File: src/rtl/tsni_pkg.sv
// Types and constants for the TLS server-name extractor.
package tsni_pkg;

    localparam int unsigned POSITION_BITS_DEF  = 18;
    localparam int unsigned RESULT_DEPTH       = 4;

    localparam logic [7:0]  CONTENT_HANDSHAKE  = 8'h16;
    localparam logic [7:0]  HS_CLIENT_HELLO    = 8'h01;
    localparam logic [15:0] EXT_SERVER_NAME    = 16'h0000;

    localparam int unsigned REC_HEADER_LEN     = 5;
    localparam int unsigned HS_HEADER_LEN      = 9;
    localparam int unsigned VERSION_RANDOM_LEN = 2 + 32;
    localparam int unsigned SESSION_ID_POS     = HS_HEADER_LEN + VERSION_RANDOM_LEN;
    // From the low type byte: ext length (2), list length (2), entry type (1).
    localparam int unsigned SNI_NAME_LEN_OFS   = 6;
    localparam int unsigned SNI_MIN_END_OFS    = 8;
    localparam int unsigned EXT_HEADER_LEN     = 4;

    localparam logic KIND_NAME    = 1'b0;
    localparam logic KIND_VERDICT = 1'b1;

    typedef enum logic [14:0] {
        PH_HEADER    = 15'b000000000000001,
        PH_CIPHER_HI = 15'b000000000000010,
        PH_CIPHER_LO = 15'b000000000000100,
        PH_COMP_LEN  = 15'b000000000001000,
        PH_EXT_HI    = 15'b000000000010000,
        PH_EXT_LO    = 15'b000000000100000,
        PH_TYPE_HI   = 15'b000000001000000,
        PH_TYPE_LO   = 15'b000000010000000,
        PH_LEN_HI    = 15'b000000100000000,
        PH_LEN_LO    = 15'b000001000000000,
        PH_NAME_HI   = 15'b000010000000000,
        PH_NAME_LO   = 15'b000100000000000,
        PH_NAME      = 15'b001000000000000,
        PH_DONE      = 15'b010000000000000,
        PH_REJECT    = 15'b100000000000000
    } phase_t;

    typedef struct packed {
        logic       kind;
        logic [7:0] name_byte;
        logic       found;
        logic       last_of_run;
    } result_t;

endpackage

File: src/rtl/tsni_if.sv
// Valid/ready channel interfaces for record bytes and extraction results.
interface tsni_in_if;
    logic       valid;
    logic       ready;
    logic [7:0] data_byte;
    logic       last_byte;

    modport source (output valid, output data_byte, output last_byte, input ready);
    modport sink   (input valid, input data_byte, input last_byte, output ready);
endinterface

interface tsni_out_if;
    logic       valid;
    logic       ready;
    logic       kind;
    logic [7:0] name_byte;
    logic       found;
    logic       last_of_run;

    modport source (output valid, output kind, output name_byte, output found,
                    output last_of_run, input ready);
    modport sink   (input valid, input kind, input name_byte, input found,
                    input last_of_run, output ready);
endinterface

File: src/rtl/tls_client_hello_sni_extractor.sv
// TLS Client Hello server-name extractor, top level.
//
// bytes:   one record byte per transaction, last_byte set on the packet's final byte.
// results: hostname bytes (kind 0) as they arrive, then one verdict (kind 1)
//          on the last byte; found says whether a complete server name was taken.
// Each accepted byte is parsed in the cycle it is accepted, against the parser
// state registers; its results enter a four-entry result queue, which registers
// them and offers them in order. A byte yields zero, one or two results.
// Throughput: one byte per cycle; ready is high while at most two results
// are queued, so the queue absorbs the extra verdict of a final name byte.
// A byte that yields two results hands them out one after the other.
// When the receiver stalls, results collect in the queue and ready drops once
// more than two are waiting; nothing is dropped.
// Reset: parser returns to the header check at byte zero, queue empties.
// After each packet's last byte the parser returns to that same state.
module tls_client_hello_sni_extractor
    import tsni_pkg::*;
#(
    parameter int unsigned POSITION_BITS = POSITION_BITS_DEF
)
(
    input  logic            clk,
    input  logic            rst_n,
    tsni_in_if.sink         bytes,
    tsni_out_if.source      results
);

    localparam int unsigned PW = POSITION_BITS;
    localparam int unsigned PE = POSITION_BITS + 1;
    localparam int unsigned QA = $clog2(RESULT_DEPTH);
    localparam logic [PW-1:0] POS_MAX = '1;
    localparam logic [PE-1:0] POS_MAX_E = {1'b0, POS_MAX};

    phase_t          phase_reg, phase_next;
    logic [PW-1:0]   pos_reg, pos_next;
    logic [PW-1:0]   bnd_reg, bnd_next;
    logic [PW-1:0]   ext_end_reg, ext_end_next;
    logic [7:0]      held_reg, held_next;
    logic [15:0]     left_reg, left_next;
    logic            accepted_reg, accepted_next;

    result_t         queue_reg [RESULT_DEPTH];
    logic [QA-1:0]   rd_ptr_reg, rd_ptr_next;
    logic [QA-1:0]   wr_ptr_reg, wr_ptr_next;
    logic [QA:0]     count_reg, count_next;

    logic            acc;
    logic            pop;
    logic [7:0]      b;
    logic [15:0]     b16;
    logic [PE-1:0]   pos_e;
    logic [PE-1:0]   ext_e;
    logic [PE-1:0]   sum_v;
    logic            at_bnd;
    logic            do_go;
    logic [PE-1:0]   go_target;
    phase_t          go_phase;
    logic            emit_name;
    logic            found_v;
    logic [1:0]      push_n;
    result_t         res0, res1;
    result_t         head;

    assign acc   = bytes.valid && bytes.ready;
    assign pop   = results.valid && results.ready;
    assign b     = bytes.data_byte;
    assign b16   = {held_reg, bytes.data_byte};
    assign pos_e = {1'b0, pos_reg};

    always_comb
    begin
        phase_next    = phase_reg;
        pos_next      = pos_reg;
        bnd_next      = bnd_reg;
        ext_end_next  = ext_end_reg;
        held_next     = held_reg;
        left_next     = left_reg;
        accepted_next = accepted_reg;
        at_bnd        = (pos_reg == bnd_reg);
        do_go         = 1'b0;
        go_target     = '0;
        go_phase      = phase_reg;
        emit_name     = 1'b0;
        found_v       = 1'b0;
        sum_v         = pos_e + PE'(1) + PE'(b16);
        ext_e         = {1'b0, ext_end_reg};

        if (acc)
        begin
            unique case (phase_reg)
                PH_HEADER:
                begin
                    if (pos_reg == '0 && b != CONTENT_HANDSHAKE)
                    begin
                        phase_next = PH_REJECT;
                    end
                    else if (pos_reg == PW'(REC_HEADER_LEN) && b != HS_CLIENT_HELLO)
                    begin
                        phase_next = PH_REJECT;
                    end
                    else if (pos_reg == PW'(SESSION_ID_POS))
                    begin
                        do_go     = 1'b1;
                        go_target = pos_e + PE'(1) + PE'(b);
                        go_phase  = PH_CIPHER_HI;
                    end
                end
                PH_NAME:
                begin
                    emit_name = 1'b1;
                    left_next = left_reg - 16'd1;
                    if (left_next == '0)
                    begin
                        accepted_next = 1'b1;
                        phase_next    = PH_DONE;
                    end
                end
                PH_CIPHER_HI, PH_EXT_HI, PH_TYPE_HI, PH_LEN_HI, PH_NAME_HI:
                begin
                    if (at_bnd)
                    begin
                        held_next = b;
                        do_go     = 1'b1;
                        go_target = pos_e + PE'(1);
                        go_phase  = phase_t'({phase_reg[13:0], 1'b0});
                    end
                end
                PH_CIPHER_LO:
                begin
                    if (at_bnd)
                    begin
                        do_go     = 1'b1;
                        go_target = sum_v;
                        go_phase  = PH_COMP_LEN;
                    end
                end
                PH_COMP_LEN:
                begin
                    if (at_bnd)
                    begin
                        do_go     = 1'b1;
                        go_target = pos_e + PE'(1) + PE'(b);
                        go_phase  = PH_EXT_HI;
                    end
                end
                PH_EXT_LO:
                begin
                    if (at_bnd)
                    begin
                        if (sum_v > POS_MAX_E)
                        begin
                            phase_next = PH_REJECT;
                        end
                        else
                        begin
                            ext_end_next = sum_v[PW-1:0];
                            if (pos_e + PE'(1) + PE'(EXT_HEADER_LEN) > sum_v)
                            begin
                                phase_next = PH_REJECT;
                            end
                            else
                            begin
                                do_go     = 1'b1;
                                go_target = pos_e + PE'(1);
                                go_phase  = PH_TYPE_HI;
                            end
                        end
                    end
                end
                PH_TYPE_LO:
                begin
                    if (at_bnd)
                    begin
                        if (b16 == EXT_SERVER_NAME)
                        begin
                            if (pos_e + PE'(SNI_MIN_END_OFS) > ext_e)
                            begin
                                phase_next = PH_REJECT;
                            end
                            else
                            begin
                                do_go     = 1'b1;
                                go_target = pos_e + PE'(SNI_NAME_LEN_OFS);
                                go_phase  = PH_NAME_HI;
                            end
                        end
                        else
                        begin
                            do_go     = 1'b1;
                            go_target = pos_e + PE'(1);
                            go_phase  = PH_LEN_HI;
                        end
                    end
                end
                PH_LEN_LO:
                begin
                    if (at_bnd)
                    begin
                        if (sum_v + PE'(EXT_HEADER_LEN) > ext_e)
                        begin
                            phase_next = PH_REJECT;
                        end
                        else
                        begin
                            do_go     = 1'b1;
                            go_target = sum_v;
                            go_phase  = PH_TYPE_HI;
                        end
                    end
                end
                PH_NAME_LO:
                begin
                    if (at_bnd)
                    begin
                        if (b16 == '0 || sum_v > ext_e)
                        begin
                            phase_next = PH_REJECT;
                        end
                        else
                        begin
                            left_next  = b16;
                            phase_next = PH_NAME;
                        end
                    end
                end
                default:
                begin
                end
            endcase

            if (do_go)
            begin
                if (go_target >= POS_MAX_E)
                begin
                    phase_next = PH_REJECT;
                end
                else
                begin
                    bnd_next   = go_target[PW-1:0];
                    phase_next = go_phase;
                end
            end

            found_v = accepted_next && ((pos_e + PE'(1)) >= {1'b0, ext_end_next});

            if (bytes.last_byte)
            begin
                phase_next    = PH_HEADER;
                pos_next      = '0;
                bnd_next      = '0;
                ext_end_next  = '0;
                held_next     = '0;
                left_next     = '0;
                accepted_next = 1'b0;
            end
            else if (pos_reg != POS_MAX)
            begin
                pos_next = pos_reg + PW'(1);
            end
        end
    end

    always_comb
    begin
        res0   = '{kind: KIND_NAME, name_byte: b, found: 1'b0, last_of_run: 1'b1};
        res1   = '{kind: KIND_VERDICT, name_byte: 8'd0, found: found_v, last_of_run: 1'b1};
        push_n = 2'd0;
        if (acc)
        begin
            if (emit_name && bytes.last_byte)
            begin
                res0.last_of_run = 1'b0;
                push_n           = 2'd2;
            end
            else if (emit_name)
            begin
                push_n = 2'd1;
            end
            else if (bytes.last_byte)
            begin
                res0   = res1;
                push_n = 2'd1;
            end
        end
    end

    always_comb
    begin
        wr_ptr_next = wr_ptr_reg + QA'(push_n);
        rd_ptr_next = rd_ptr_reg + QA'(pop);
        count_next  = count_reg + (QA+1)'(push_n) - (QA+1)'(pop);
    end

    always_ff @(posedge clk or negedge rst_n)
    begin
        if (!rst_n)
        begin
            phase_reg    <= PH_HEADER;
            pos_reg      <= '0;
            bnd_reg      <= '0;
            ext_end_reg  <= '0;
            held_reg     <= '0;
            left_reg     <= '0;
            accepted_reg <= 1'b0;
            rd_ptr_reg   <= '0;
            wr_ptr_reg   <= '0;
            count_reg    <= '0;
        end
        else
        begin
            phase_reg    <= phase_next;
            pos_reg      <= pos_next;
            bnd_reg      <= bnd_next;
            ext_end_reg  <= ext_end_next;
            held_reg     <= held_next;
            left_reg     <= left_next;
            accepted_reg <= accepted_next;
            rd_ptr_reg   <= rd_ptr_next;
            wr_ptr_reg   <= wr_ptr_next;
            count_reg    <= count_next;
        end
    end

    always_ff @(posedge clk)
    begin
        if (push_n != 2'd0)
        begin
            queue_reg[wr_ptr_reg] <= res0;
        end
        if (push_n == 2'd2)
        begin
            queue_reg[wr_ptr_reg + QA'(1)] <= res1;
        end
    end

    assign head                = queue_reg[rd_ptr_reg];
    assign bytes.ready         = (count_reg <= (QA+1)'(RESULT_DEPTH - 2));
    assign results.valid       = (count_reg != '0);
    assign results.kind        = head.kind;
    assign results.name_byte   = head.name_byte;
    assign results.found       = head.found;
    assign results.last_of_run = head.last_of_run;

endmodule

File: src/flat_wrapper.sv
// flat-port wrapper written by rule: the top's interface ports become plain ports
module tls_client_hello_sni_extractor_flat import tsni_pkg::*;
#(
    parameter int unsigned POSITION_BITS = POSITION_BITS_DEF
)
  (clk, rst_n, bytes_valid, bytes_data_byte, bytes_last_byte, bytes_ready, results_valid, results_kind, results_name_byte, results_found, results_last_of_run, results_ready);
  tsni_in_if bytes_i ();
  tsni_out_if results_i ();
  input  logic clk;
  input  logic rst_n;
  input wire logic [$bits(bytes_i.valid)-1:0] bytes_valid;
  input wire logic [$bits(bytes_i.data_byte)-1:0] bytes_data_byte;
  input wire logic [$bits(bytes_i.last_byte)-1:0] bytes_last_byte;
  output wire logic [$bits(bytes_i.ready)-1:0] bytes_ready;
  output wire logic [$bits(results_i.valid)-1:0] results_valid;
  output wire logic [$bits(results_i.kind)-1:0] results_kind;
  output wire logic [$bits(results_i.name_byte)-1:0] results_name_byte;
  output wire logic [$bits(results_i.found)-1:0] results_found;
  output wire logic [$bits(results_i.last_of_run)-1:0] results_last_of_run;
  input wire logic [$bits(results_i.ready)-1:0] results_ready;
  assign bytes_i.valid = bytes_valid;
  assign bytes_i.data_byte = bytes_data_byte;
  assign bytes_i.last_byte = bytes_last_byte;
  assign bytes_ready = bytes_i.ready;
  assign results_valid = results_i.valid;
  assign results_kind = results_i.kind;
  assign results_name_byte = results_i.name_byte;
  assign results_found = results_i.found;
  assign results_last_of_run = results_i.last_of_run;
  assign results_i.ready = results_ready;
  tls_client_hello_sni_extractor #(.POSITION_BITS(POSITION_BITS)) u_core (.clk(clk), .rst_n(rst_n), .bytes(bytes_i), .results(results_i));
endmodule
File: config.mk
export PLATFORM = sky130hd
export DESIGN_NAME = tls_client_hello_sni_extractor_flat
export DESIGN_NICKNAME = d
export VERILOG_FILES = /design/src/rtl/tsni_pkg.sv /design/src/rtl/tsni_if.sv /design/src/rtl/tls_client_hello_sni_extractor.sv /design/src/flat_wrapper.sv
export SDC_FILE = /design/constraint.sdc
export NUM_CORES = 1
export LEC_CHECK = 0
export BUFFER_PORTS_ARGS = -buffer_cell sky130_fd_sc_hd__buf_2
export CAP_MARGIN = 20
export CELL_PAD_IN_SITES_DETAIL_PLACEMENT = 1
export CELL_PAD_IN_SITES_GLOBAL_PLACEMENT = 2
export CORE_UTILIZATION = 36
export DETAILED_ROUTE_END_ITERATION = 10
export HOLD_SLACK_MARGIN = 0.08
export PLACE_DENSITY = 0.85
export SLEW_MARGIN = 20
export SYNTH_ARGS = -nofsm -noshare
export SYNTH_HDL_FRONTEND = slang
export SYNTH_SLANG_ARGS = --single-unit
File: constraint.sdc
create_clock -name clk -period 7.5 [get_ports clk]
set_clock_uncertainty 0.2 [all_clocks]
set_input_delay 1.5 -clock clk [delete_from_list [all_inputs] [get_ports clk]]
set_output_delay 1.5 -clock clk [all_outputs]
set_load 0.01 [all_outputs]
== Word-level counts from Yosys, hierarchy flattened ==
Memory sizes are Yosys's and may differ from the RTL's.
Index checks and enable logic that the tools add are counted.

* Add/sub/neg operators: 14
* Equal/unequal tests: 47
* Magnitude comparators: 8
* Multiplexer cells: 99
* Reductions and logical operators: 25

{| class="wikitable"
|+ Operators with widths
! operator !! number
|-
| 15-bit 2-to-1 mux || 30
|-
| 19-bit 2-to-1 mux || 15
|-
| 18-bit 2-to-1 mux || 10
|-
| 19-bit case mux with 7 select lines || 1
|-
| 15-bit case mux with 7 select lines || 1
|-
| 15-bit case mux with 6 select lines || 1
|-
| 19-bit by 18-bit > comparator with 1-bit output || 3
|-
| 16-bit 2-to-1 mux || 3
|-
| 4-bit by 2-bit != test with 1-bit output (second input constant) || 11
|-
| 19-bit by 3-bit adder with 19-bit output (second input constant) || 2
|-
| 11-bit 2-to-1 mux || 3
|-
| 16-bit logical NOT || 2
|-
| 16-bit case mux with 2 select lines || 1
|-
| 1-bit 2-to-1 mux || 26
|-
| 26-bit AND reduction || 1
|-
| 5-bit != test (second input constant) || 5
|-
| 8-bit 2-to-1 mux || 3
|-
| 5-bit by 4-bit != test with 1-bit output (second input constant) || 4
|-
| 18-bit by 1-bit adder with 19-bit output (second input constant) || 1
|-
| 18-bit by 3-bit adder with 19-bit output (second input constant) || 1
|-
| 18-bit by 4-bit adder with 19-bit output (second input constant) || 1
|-
| 19-bit by 16-bit adder with 19-bit output || 1
|-
| 19-bit by 8-bit adder with 19-bit output || 1
|-
| 19-bit by 18-bit >= comparator with 1-bit output || 1
|-
| other kinds (51) || 65
|}

* Bits of input ports: 13
* Output and inout port bits: 13
* Flip-flop bits (word level): 101
* Memories kept: 1
* RAM bits: 44

{| class="wikitable"
|+ Memory list
! name !! depth !! bits a word !! rd ports !! clocked after memory_dff !! wr ports !! RTL line !! source
|-
| u_core.queue_reg || 4 || 11 || 1 || 0 || 2 || tls_client_hello_sni_extractor.sv:42 || <nowiki>result_t queue_reg [RESULT_DEPTH];</nowiki>
|}

== Logic depth before layout (Yosys ltp) ==
* Word-level depth: 14
* Mapped depth: 36
* Mapped depth without buffers: 32

== Worst setup path after synthesis ==
OpenSTA, ideal clock, no wires.

* Path type: input-to-reg
* From: in bytes_data_byte[1]
* To: reg u_core.bnd_reg[12]
* Stages on the path: 31
* Setup slack: -469 ps
* Arrival time: 7,674 ps
* Data required time: 7,205 ps
* Path through: clkbuf_1 inv_1 fa_1 nor2b_1 o31ai_1 a21oi_1 o32a_1 inv_2 nor4_2 nand3_1 clkbuf_1 nor2_1 xnor2_1 ha_1 a21oi_1 o21ai_0 nor4_1 nand2_1 o211ai_1 clkbuf_1 nand3_1 a21oi_1 nor2_1 a211oi_1 o2111ai_1 or4_1 o311ai_2 a21o_1 buf_4 nand2_1 o31ai_1

* Word-level cells in the longest chain between the ends: 10
* Elaborated cells between the ends (all ways): 43
* Classes of those cells: 3 x add/sub; 4 x order compare; 3 x eq/ne; 28 x mux; 5 x reduce/logical

{| class="wikitable"
|+ Ends and longest elaborated chain
! item !! RTL line !! source
|-
| from (decl) || flat_wrapper.sv:12 || <nowiki>input wire logic [$bits(bytes_i.data_byte)-1:0] bytes_data_byte;</nowiki>
|-
| 19-bit by 16-bit adder with 19-bit output || tls_client_hello_sni_extractor.sv:85 || <nowiki>sum_v = pos_e + PE'(1) + PE'(b16);</nowiki>
|-
| 19-bit by 3-bit adder with 19-bit output or 19-bit > comparator (tied branches) || tls_client_hello_sni_extractor.sv:199, tls_client_hello_sni_extractor.sv:157 ||
|-
| 19-bit by 18-bit > comparator with 1-bit output or 19-bit 2-to-1 mux (tied branches) || tls_client_hello_sni_extractor.sv:199, tls_client_hello_sni_extractor.sv:157 ||
|-
| 19-bit 2-to-1 mux, on equally long branches || tls_client_hello_sni_extractor.sv:199, tls_client_hello_sni_extractor.sv:150 ||
|-
| 19-bit 2-to-1 mux, on equally long branches || tls_client_hello_sni_extractor.sv:197, tls_client_hello_sni_extractor.sv:148 ||
|-
| 19-bit case mux with 7 select lines || tls_client_hello_sni_extractor.sv:90 || <nowiki>unique case (phase_reg)</nowiki>
|-
| 19-bit 2-to-1 mux || tls_client_hello_sni_extractor.sv:88 || <nowiki>if (acc)</nowiki>
|-
| 19-bit by 18-bit >= comparator with 1-bit output or 18-bit 2-to-1 mux (tied branches) || tls_client_hello_sni_extractor.sv:233 || <nowiki>if (go_target >= POS_MAX_E)</nowiki>
|-
| 2-bit != test (no line) or 18-bit 2-to-1 mux (tied branches) || - ||
|-
| 3-bit AND reduction (no line) or 18-bit 2-to-1 mux (tied branches) || - ||
|-
| to (signal assigned) || tls_client_hello_sni_extractor.sv:313 || <nowiki>bnd_reg <= bnd_next;</nowiki>
|-
| to (decl) || tls_client_hello_sni_extractor.sv:36 || <nowiki>logic [PW-1:0] bnd_reg, bnd_next;</nowiki>
|}

Several ways; a longest one is shown, not always the timed one. The select of a mux whose other input is x is not followed.
A chain may end at the register's enable or synchronous reset.

== Worst setup path after layout ==
* From: reg u_core.pos_reg[2]
* To: reg u_core.bnd_reg[17]

* Word-level cells in the longest chain between the ends: 11
* Elaborated cells between the ends (all ways): 54
* Classes of those cells: 7 x add/sub; 5 x order compare; 4 x eq/ne; 33 x mux; 5 x reduce/logical

{| class="wikitable"
|+ Ends and longest elaborated chain
! item !! RTL line !! source
|-
| from (decl) || tls_client_hello_sni_extractor.sv:35 || <nowiki>logic [PW-1:0] pos_reg, pos_next;</nowiki>
|-
| from (signal assigned) || tls_client_hello_sni_extractor.sv:312 || <nowiki>pos_reg <= pos_next;</nowiki>
|-
| 18-bit by 1-bit adder with 19-bit output || - ||
|-
| 19-bit by 16-bit adder with 19-bit output or 19-bit by 3-bit adder with 19-bit output (tied branches) || tls_client_hello_sni_extractor.sv:85, tls_client_hello_sni_extractor.sv:157 ||
|-
| 19-bit by 3-bit adder with 19-bit output or 19-bit > comparator (tied branches) || tls_client_hello_sni_extractor.sv:199, tls_client_hello_sni_extractor.sv:157 ||
|-
| 19-bit by 18-bit > comparator with 1-bit output or 19-bit 2-to-1 mux (tied branches) || tls_client_hello_sni_extractor.sv:199, tls_client_hello_sni_extractor.sv:157 ||
|-
| 19-bit 2-to-1 mux, on equally long branches || tls_client_hello_sni_extractor.sv:199, tls_client_hello_sni_extractor.sv:150 ||
|-
| 19-bit 2-to-1 mux, on equally long branches || tls_client_hello_sni_extractor.sv:197, tls_client_hello_sni_extractor.sv:148 ||
|-
| 19-bit case mux with 7 select lines || tls_client_hello_sni_extractor.sv:90 ||
|-
| 19-bit 2-to-1 mux || tls_client_hello_sni_extractor.sv:88 ||
|-
| 19-bit by 18-bit >= comparator with 1-bit output or 18-bit 2-to-1 mux (tied branches) || tls_client_hello_sni_extractor.sv:233 ||
|-
| 2-bit != test (no line) or 18-bit 2-to-1 mux (tied branches) || - ||
|-
| 3-bit AND reduction (no line) or 18-bit 2-to-1 mux (tied branches) || - ||
|}

Several ways; a longest one is shown, not always the timed one. The select of a mux whose other input is x is not followed.

==> impl_results.md <==
- Sequential fraction of design power: 23.5%
- Setup slack, reg-to-reg: -0.18 ns
- Clock buffers created by TritonCTS: 17
- Layout-stage area growth over the synthesis result: 36.65%
- Primary FF master, synth: dfrtp_1
- Post-detailed-placement cell area: 17550 um^2
- Leak pwr: 0.008457 uW
- Clock latency of the later-clocked register in the worst-skew pair: 0.51 ns
- Row count: 73
- Sort of element at the end of the critical path: flip-flop
- Number of hold violations in the final report: 0
- # DRC: 0
- TritonCTS clock tree: built
- Failing checks: setup timing
- Measured slew at the worst slew-check pin: 1.203 ns
- Type of the worst setup path: flip-flop to flip-flop
- Horizontal die dimension: 203.1 um
- Die height: 203.1 um
- Post-route worst setup slack: -0.1807 ns
- Vias in the first global route: 17490
- Number of placed instances with taps included: 2629
- CP Data Arrival Time: 7.90 ns
- First-pass GRT wire length: 117400 um
- Initial antenna violation count: 1
- Cell Area, Synth: 14560 um^2
- Cell type with the highest occurrence count on the critical path: buf_6
- Total congestion overflow after global routing: 0
- Post-detail-place hpwl: 64660 um
- #FFs+latches synth: 145
- Weighted congestion reported at the end of routability-driven placement: 1.056
- Depth of the worst register-to-register path: 35
- Fraction of the cycle the final worst path needs: 102.4%
- Number of I/O pins: 26
- Clock Path Buffers: 2
- Hold path depth: 1
- Critical path startpoint category: flip-flop
- Fin cells: 2715
- Nets@finish: 2314
- Endpoint of the lowest-slack register-to-register path: u_core.bnd_reg[17]
- GRT Total Usage: 39.36%
- Worst Hold Path EP: u_core.queue_reg[3][10]
- Iteration-0 DRC count of the detailed router: 1678
- Share of total power consumed by net switching: 48.21%
- Wire length reported by the detailed router: 82740 um
- Level count of the clock H-tree: 4
- Maximum net fanout on the critical path: 7
- Initial core utilization: 36.56%
- Slowest CP cell: or4_4
- Post-layout utilization of the core: 49.96%
- Cells after Synth: 1838
- Number of vias in the routed layout: 17370
- Number of distinct library cell variants in the gate-level netlist after synthesis: 100
- Required time at the endpoint of the critical path: 7.72 ns
- Share of flip-flops with an asynchronous set or reset: 69.66%
- Worst Hold Launch: u_core.queue_reg[3][10]
- Internal power component: 2592 uW
- Total power per unit cell area: 251.6 nW/um^2
- Pin count of the biggest net entering global routing: 61
- Combinational group share of total power: 57.8%
- Net count of the mapped netlist: 1976
- Reg2Reg Launch Point: u_core.pos_reg[2]
- Reported net switching power: 2413 uW
- Max-cap viol count: 0
- Fraction of layout instances using a drive strength above 1: 31.75%
- Area of the core: 39820 um^2
- Count of buffers inserted at the top-level ports: 25
- Wire length per cell: 30.47 um
- Hold Buf Count CTS: 0
- Sequential-to-total area share from yosys stat: 23.69%
- Via density per instance: 6.399
- DIE AREA: 41250 um^2
- Maximum operating frequency: 130.2 MHz
- Max reg flops: 44
- Antenna viol nets, final: 0
- Sinks on Clock Net: 145
- Class of the most critical hold timing path: flip-flop to flip-flop
- RSZ-0062 raised after global routing: yes
- Post-layout instance area: 19900 um^2
- First-pass detailed-route iteration total: 5
- Count of flip-flops with a built-in enable after synthesis: 4
- Root Driver: clkbuf_16
- Final setup fails: 24
- Mean instance size in the synthesized netlist: 7.921 um^2
- Final Max Slew Viols: 0
- Worst-path clk slew: 0.07 ns
- Final worst path period need: 7.681 ns
- Final hold slack: 0.2772 ns
- Result of the run: finished, violations left
- Headroom to the max-slew limit: 19.08%
- Largest stage delay on the critical path: 0.54 ns
- Worst slack, placed: -0.9020 ns
- IR drop worst, VDD: 201.6 uV
- Part of the power in the clock network: 18.6%
- Yosys warning total: 0
[layer usage]
| layer | part of all wire, % | wire length (um) | GRT usage, % | up-vias |
|---|---|---|---|---|
| li1 | - | - | - | 7595 |
| met1 | 41 | 33540 | 49.22 | 8742 |
| met2 | 45 | 36920 | 61.55 | 799 |
| met3 | 8.0 | 6592 | 8.026 | 236 |
| met4 | 6.9 | 5686 | 25.32 | 0 |
| met5 | 0 | 0 | 0 | - |
[through the flow]
stage / TNS (ns) / total power, uW
floorplan: 0 / 2633
global placement: -18.31 / 3649
detailed placement: -27.20 / 3760
CTS: 0 / 4788
global route: -8.963 / 5227
finish: -1.755 / 5005
[power groups by stage]
stage | logic [uW] | clock network (uW) | registers (uW)
after global routing | 3060 | 963 | 1200
after detailed placement | 2570 | 0 | 1190
after global placement | 2480 | 0 | 1160
after floorplan | 1540 | 0 | 1100
after CTS | 2670 | 944 | 1170
final | 2900 | 932 | 1180
[critical path: cells and delay by family (launching register included)]
| kind | cells | cell delay (ns) |
|---|---|---|
| and+or+nand+nor | 11 | 2.50 |
| AOI/OAI and AO/OA | 12 | 2.32 |
| buffers and inverters | 8 | 1.18 |
| adders and majority gates | 3 | 0.73 |
| DFF | 1 | 0.50 |
| xor gates and xnor gates | 1 | 0.12 |
[placed cells by master, fill, tap and decap left out, types with 14 or more instances in the layout]
| cell type | instances |
|---|---|
| buf_4 | 363 |
| nand2_1 | 157 |
| nor2_1 | 148 |
| o21ai_0 | 128 |
| ha_1 | 103 |
| dfrtp_1 | 100 |
| a21oi_1 | 95 |
| inv_1 | 69 |
| xnor2_1 | 64 |
| nor3_1 | 49 |
| nand3_1 | 47 |
| nand4_1 | 40 |
| dfxtp_1 | 40 |
| a22o_1 | 35 |
| nor4_1 | 27 |
| o21a_1 | 26 |
| o22ai_1 | 25 |
| buf_2 | 24 |
| o21ai_1 | 22 |
| a31oi_1 | 20 |
| xor2_1 | 20 |
| o211ai_1 | 18 |
| a21o_1 | 18 |
| nand2b_1 | 18 |
| clkbuf_16 | 18 |
| inv_2 | 14 |
| and2_1 | 14 |
| a211oi_1 | 14 |
| o21ai_2 | 14 |
| mux2i_1 | 14 |
| o221ai_1 | 14 |
[synthesized netlist by cell type (all sizes together), types with 43 or more instances]
master / count / share of area [%]
nand4: 43 / 2.1
o21ai: 168 / 5.9
clkbuf: 58 / 1.5
xnor2: 80 / 5.1
dfrtp: 100 / 17
nand2: 167 / 4.3
inv: 86 / 2.2
ha: 123 / 11
nor3: 58 / 2.1
a21oi: 110 / 3.8
nor2: 164 / 4.2
nand3: 58 / 2.1
[kinds of logic (layout without fill, tap and decap cells)]
| logic type | Yosys count | after routing | share of synthesized area, % |
|---|---|---|---|
| AOI/OAI and AO/OA | 594 | 594 | 27.60 |
| DFF | 145 | 145 | 23.69 |
| buffers and inverters | 180 | 531 | 5.002 |
| other | 0 | 1 | 0 |
| adders and majority gates | 125 | 125 | 10.85 |
| and+or+nand+nor | 659 | 659 | 23.10 |
| xor gates and xnor gates | 105 | 105 | 6.729 |
| muxes | 30 | 30 | 3.034 |
[worst max path at each step]
stage | start | to | slack [ns] | cells past startpoint
3_5_place_dp | bytes_data_byte[0] | u_core.bnd_reg[10] | -0.90 | 32
3_3_place_gp | bytes_data_byte[0] | u_core.bnd_reg[6] | -0.60 | 30
2_1_floorplan | bytes_data_byte[1] | u_core.bnd_reg[12] | 0.03 | 31
4_1_cts | u_core.pos_reg[1] | u_core.bnd_reg[10] | 0.009 | 35
6_report | u_core.pos_reg[2] | u_core.bnd_reg[17] | -0.18 | 35
5_1_grt | u_core.pos_reg[3] | u_core.bnd_reg[17] | -0.38 | 36
[repair_timing]
item,4_1_cts,5_1_grt
gates cloned,2,1
resized for setup,94,169
pin swaps,30,78
endpoints found under the setup margin,37,37
buffers inserted,18,35
[cell type report]
| cell class | count | area, um^2 |
|---|---|---|
| antenna | 1 | 2.502 |
| sequential | 145 | 3450 |
| tap | 525 | 656.9 |
| inverter | 90 | 364.1 |
| multi-input combinational | 1513 | 11620 |
| fill | 4771 | 19930 |
| clock inverter | 15 | 193.9 |
| clock buffer | 17 | 425.4 |
| timing repair buffer | 409 | 3179 |
No activity file was read; power rests on OpenSTA's default activity.
